**src/hdl/assert_macros.svh**
```systemverilog
// assertion helpers shared by the rtl files
`ifndef ASSERT_MACROS_SVH
`define ASSERT_MACROS_SVH

// same-cycle implication, checked outside reset
`define ASSERT_IMP(lbl, ante, cons) \
    lbl: assert property (@(posedge i_clk) disable iff (!i_rst_n) (ante) |-> (cons)) \
        else $error("implication check failed");

// next-cycle implication, checked outside reset
`define ASSERT_NEXT(lbl, ante, cons) \
    lbl: assert property (@(posedge i_clk) disable iff (!i_rst_n) (ante) |=> (cons)) \
        else $error("next-cycle check failed");

`endif

```
**src/hdl/sip_div_step.sv**
```systemverilog
// ----------------------------------------------------------------------------
// sip_div_step
// One restoring-division step: tries the divisor shifted by SHIFT.
// ----------------------------------------------------------------------------
`include "assert_macros.svh"

module sip_div_step #(
    parameter int COORD_BITS = 16,
    parameter int SHIFT      = 0
) (
    input  logic                    i_clk,
    input  logic                    i_rst_n,
    input  logic                    i_vld,
    input  logic [3*COORD_BITS:0]   i_rem,
    input  logic [2*COORD_BITS:0]   i_den,
    input  logic [COORD_BITS-1:0]   i_quo,
    output logic                    o_vld,
    output logic [3*COORD_BITS:0]   o_rem,
    output logic [2*COORD_BITS:0]   o_den,
    output logic [COORD_BITS-1:0]   o_quo
);
    localparam int N  = 3 * COORD_BITS + 1;
    localparam int DW = 2 * COORD_BITS + 1;

    logic         r_vld;
    logic [N-1:0] r_rem;
    logic [DW-1:0] r_den;
    logic [COORD_BITS-1:0] r_quo;

    logic [N-1:0] sub_den;
    logic [N-1:0] r_den_ext;
    logic         take;
    logic [COORD_BITS-1:0] n_quo;
    logic [N-1:0] n_rem;

    always_comb begin
        sub_den = {{(N-DW){1'b0}}, i_den} << SHIFT;
        take    = (i_rem >= sub_den);
        n_rem   = take ? (i_rem - sub_den) : i_rem;
        n_quo   = i_quo;
        n_quo[SHIFT] = take;
    end

    always_ff @(posedge i_clk) begin
        if (!i_rst_n) begin
            r_vld <= 1'b0;
        end else begin
            r_vld <= i_vld;
        end
    end

    always_ff @(posedge i_clk) begin
        r_rem <= n_rem;
        r_den <= i_den;
        r_quo <= n_quo;
    end

    assign o_vld = r_vld;
    assign o_rem = r_rem;
    assign o_den = r_den;
    assign o_quo = r_quo;

    assign r_den_ext = {{(N-DW){1'b0}}, r_den} << SHIFT;

    // partial remainder always stays below the divisor at this weight
    `ASSERT_IMP(a_rem_bound, r_vld, r_rem < r_den_ext)
    `ASSERT_IMP(a_den_nz, r_vld, r_den != '0)
    `ASSERT_NEXT(a_vld_follow, i_vld, r_vld)

endmodule

```
**config.mk**
```make
export PLATFORM = sky130hd
export DESIGN_NAME = sip_div_step
export DESIGN_NICKNAME = d
export VERILOG_FILES = /design/src/hdl/sip_div_step.sv
export VERILOG_INCLUDE_DIRS = /design/src /design/src/hdl
export SDC_FILE = /design/constraint.sdc
export NUM_CORES = 1
export LEC_CHECK = 0
export ABC_AREA = 1
export BUFFER_PORTS_ARGS = -buffer_cell sky130_fd_sc_hd__buf_2
export CAP_MARGIN = 20
export CORE_UTILIZATION = 45
export DETAILED_ROUTE_END_ITERATION = 12
export GPL_TIMING_DRIVEN = 0
export PLACE_DENSITY = 0.82
export SYNTH_ARGS = -nofsm -noshare
export SYNTH_HDL_FRONTEND = slang
export SYNTH_SLANG_ARGS = --single-unit
```
**constraint.sdc**
```tcl
create_clock -name i_clk -period 3.15 [get_ports i_clk]
set_input_delay 0.4725 -clock i_clk [delete_from_list [all_inputs] [get_ports i_clk]]
set_output_delay 0.4725 -clock i_clk [all_outputs]
set_load 0.03 [all_outputs]
```
Word level (Yosys, flattened, before mapping)
Index checks and enable logic that the tools add are counted.
{"block": "op_classes", "n_addsub": 1, "order_cmp": 1, "mux": 1}
{"cell": "49-bit by 33-bit >= comparator with 1-bit output", "n": 1}
{"cell": "49-bit two-way mux", "n": 1}
{"cell": "49-bit by 33-bit subtractor with 49-bit output", "n": 1}
{"block": "totals", "regBits": 99, "in_bits": 101}

Depth between registers and ports, before layout
{"block": "logic_depth", "depth_word": 2, "ltp_mapped": 17, "ltp_nobuf": 15}

Worst setup path before layout
OpenSTA, ideal clock, no wires.
{"block": "synth_timing", "path_type": "input to register", "startpoint": "input port i_den[16]", "endpoint": "register r_rem[14], in the netlist o_rem[14]", "arrival_time_ns": 1.993, "slack_ns": 1.039, "cell_stages": 15, "cell_sequence": "inv_1 -> ha_1 -> nand2_1 -> nor2_2 -> nand2_1 -> nor2_2 -> nand3_1 -> nand2_1 -> nor2_2 -> nand2_4 -> inv_2 -> buf_6 -> buf_6 -> nand2_1 -> o21ai_2"}
{"block": "synth_via", "elab_chain_cells": 2}
{"item": "start, declared", "line": "sip_div_step.sv:15", "text": "input logic [2*COORD_BITS:0] i_den,"}
{"item": "49-bit by 33-bit >= comparator with 1-bit output", "line": "sip_div_step.sv:38", "text": "take = (i_rem >= sub_den);"}
{"item": "49-bit two-way mux", "line": "sip_div_step.sv:39", "text": "n_rem = take ? (i_rem - sub_den) : i_rem;"}
{"item": "net n_rem[14]", "line": "sip_div_step.sv:34", "text": "logic [N-1:0] n_rem;"}
{"item": "end signal, assigned", "line": "sip_div_step.sv:53", "text": "r_rem <= n_rem;"}
{"item": "end, declared", "line": "sip_div_step.sv:26", "text": "logic [N-1:0] r_rem;"}
The timed path passes the listed nets, and every way through them passes these cells.
A chain may end at the register's enable or synchronous reset.

Worst setup path in the final report
{"block": "layout_timing", "startpoint": "input port i_den[6]", "endpoint": "register r_rem[27], in the netlist o_rem[27]"}
{"block": "layout_via", "elab_chain_cells": 2}
{"item": "49-bit by 33-bit subtractor with 49-bit output or 49-bit by 33-bit >= comparator with 1-bit output (tied branches)", "line": "sip_div_step.sv:39, sip_div_step.sv:38"}
{"item": "49-bit two-way mux (*)", "line": "sip_div_step.sv:39"}
{"item": "net n_rem[27]", "line": "sip_div_step.sv:34"}
The timed path passes the listed nets; every way through them passes the cells marked *.

==> impl_metrics.json <==
{
  "detail_route.vias_per_cell": 4.76,
  "timing_worst_setup_path_type": "primary input to flip-flop",
  "post_cts.resized_instances": 0,
  "h-tree-depth": 3,
  "grt_use_total": 0.282,
  "area.sequential_mm2": 0.00198,
  "drt-wirelength-per-cell_um": 13.8,
  "synth_top_area_frac": 0.307,
  "clkSinkCount": 99,
  "place_congestion": 0.931,
  "synth-simple-area-share": 0.393,
  "final_period_minus_worst_setup_slack_ns": 2.51,
  "floorplan.die.width_um": 122,
  "route.detailed.drc": 0,
  "number_of_filler_cells_placed_in_the_layout": 1421,
  "global_route.peak_usage_layer": "met2",
  "io_pins": 200,
  "critPathMostFrequentCell": "nand2_1",
  "setup_total_negative_slack_ns": 0,
  "hold_path_depth": 1,
  "syn-mean-instance-area_um2": 6.03,
  "yosysMostFrequentCell": "nand2_1",
  "nets": 1417,
  "yosysUniqueCellTypes": 29,
  "dieArea_mm2": 0.0148,
  "first_global_vias": 6332,
  "final_cell_count_no_fill": 1467,
  "route.antenna.remaining_nets": 0,
  "fp.coreArea_mm2": 0.0139,
  "synthMuxAreaShare": 0,
  "syn-cell-area_mm2": 0.00646,
  "relSlewSlack": 0.754,
  "cellLeakagePower_nw": 4.66,
  "num_antenna_cells": 0,
  "synth-edff-count": 0,
  "hpwl_mm": 17.0,
  "compound_gate_portion_of_the_synthesized_area": 0.0586,
  "route.vias.total": 6987,
  "synth_flop_cell": "dfxtp_1",
  "globalRouteMet1Util": 0.392,
  "antenna_found_initial": 0,
  "min-delay-path-class": "primary input to flip-flop",
  "crit_path_end_kind": "flip-flop",
  "mappedNetlistNets": 1208,
  "groute.layer.met3.usage": 0.0417,
  "multi_input_comb_area_mm2": 0.00353,
  "synthesis.instances": 1073,
  "tightest_slew_ns": 0.367,
  "main_combinational_cell_family_by_area_after_synthesis": "simple AND/OR/NAND/NOR gates",
  "buffer_ports.inserted": 198,
  "worstHoldStart": "i_quo[13]",
  "post-cts-setup-buffer-count": 0,
  "maximum_number_of_pins_on_one_net_before_global_route_repair": 20,
  "cellPowerDensity_mw_per_mm2": 473,
  "clock-root-buffer": "clkbuf_16",
  "cp.required_ns": 3.44,
  "run_status": "finished, final reports clean",
  "worst_hold_endpoint": "o_quo[13]",
  "dieHeight_um": 122,
  "cts_buffers": 9,
  "timing.final.setup_violations": 0,
  "setup_repair_after_global_routing_missed_its_margin": "false",
  "critical-path-max-stage-delay_ns": 0.34,
  "drt_pass1_iterations": 5,
  "cap_violations": 0,
  "critical-path-slowest-cell": "ha_1",
  "highest_achievable_clock_rate_ghz": 0.398,
  "clkSlewWorstSetupHoldPaths_ns": 0.07,
  "yosysWarnings": 0,
  "adder_cell_share_of_the_synthesized_area": 0.0670,
  "yosys.area.top_type": "dfxtp_1",
  "final.period_utilization": 0.798,
  "cts_tree": "done",
  "drt-total-wl_mm": 20.2,
  "global_route_overflow": 0,
  "layout_setup_ws_ns": 0.636,
  "final_layout_size_suffix_gt1_frac": 0.207,
  "ys_top_cells_by_area": "dfxtp_1, nand2_1, inv_1",
  "slew_violations": 0,
  "gr-usage-met2": 0.446,
  "synth_commonest_cells": "nand2_1, inv_1, dfxtp_1",
  "synth_async_sr_flop_share": 0,
  "cts.path.max_buffers": 2,
  "path_cells": "buf_2, inv_1, ha_1, nand2_1, nand2_1, nand2_1, nand2_1, inv_1, nand3_2, nand2_1, nand2_2, nand2_2, nand2_4, inv_2, buf_6, buf_6, nand2_1, o21ai_2",
  "parity_gate_share_of_the_synthesized_area_counting_xor_and_xnor_cells": 0.0271,
  "post_synthesis_sequential_element_count": 99,
  "grt_pass1_wl_mm": 31.6,
  "power.total_mw": 3.78,
  "vdd_drop_max_mv": 0.282,
  "drt_first_iter_violations": 554,
  "ctsHoldBuffers": 0,
  "placed_cells": 1451,
  "start_kind": "primary input",
  "timing.final.hold_violations": 0,
  "worstPathArrival_ns": 2.81,
  "finalCoreUtilization": 0.574,
  "place_ws_ns": 0.362,
  "starting_utilization_of_the_core_area": 0.464,
  "ys_seq_area_frac": 0.307,
  "crit_fanout": 10,
  "area_delta_synth_final_pct": 23.8,
  "fp-row-count": 43
}
final cells by class:
cell class	count	share of cell area
inverter	235	0.110
clock inverter	7	0.0119
clock buffer	9	0.0281
multi-input combinational	731	0.441
timing repair buffer	198	0.124
sequential	99	0.248
buffer	8	0.00876
tap	180	0.0281
critical path, delay by kind of cell:
kind / cells / cell delay (ns)
fa+ha+maj: 1 / 0.34
simple gates: 10 / 1.17
buf+inv: 6 / 0.74
compound gates: 1 / 0.07
worst max-delay path by stage:
stage / start / end / cells past startpoint
2_1_floorplan: i_den[16] / o_rem[14] / 15
3_3_place_gp: i_rem[27] / o_rem[31] / 15
3_5_place_dp: i_den[6] / o_rem[27] / 18
4_1_cts: i_den[6] / o_rem[27] / 18
5_1_grt: i_den[6] / o_rem[3] / 16
6_report: i_den[6] / o_rem[27] / 18
registers in the layout, summed over array words and instances (netlist names):
name   count
o_quo     16
o_rem     49
o_vld      1
o_den     33
cell usage in the layout, fill, tap and decap left out, drive strengths merged:
cell type / n
a21oi: 35
and2: 4
buf: 205
bufinv: 1
clkbuf: 10
clkinv: 3
dfxtp: 99
fa: 1
ha: 33
inv: 238
nand2: 430
nand3: 56
nand3b: 6
nand4: 19
nor2: 93
nor3: 8
o21ai: 22
o21bai: 1
or2: 3
xnor2: 16
xor2: 4
power breakdown:
group          switching (mW)  internal (mW)
registers              0.0272           1.39
logic                   0.826          0.375
clock network           0.530          0.639
total                    1.38           2.40
stage by stage:
step                cell area, um2  hold slack (ns)
floorplan                     6460            0.500
global placement              7680            0.575
detailed placement            7680            0.576
CTS                           8000            0.199
global route                  8000            0.196
finish                        8000            0.209
routing by layer:
metal	part of all wire	vias up	routed length (um)
met5	0	-	0
met4	0.019	0	392
met3	0.070	30	1410
met2	0.44	260	9000
met1	0.47	3069	9440
li1	-	3628	-
cells by family after synthesis:
logic type,Yosys count
xor+xnor,20
simple gates,619
fa+ha+maj,34
flops,99
compound gates,58
buf+inv,243
No activity file was read; power rests on OpenSTA's default activity.
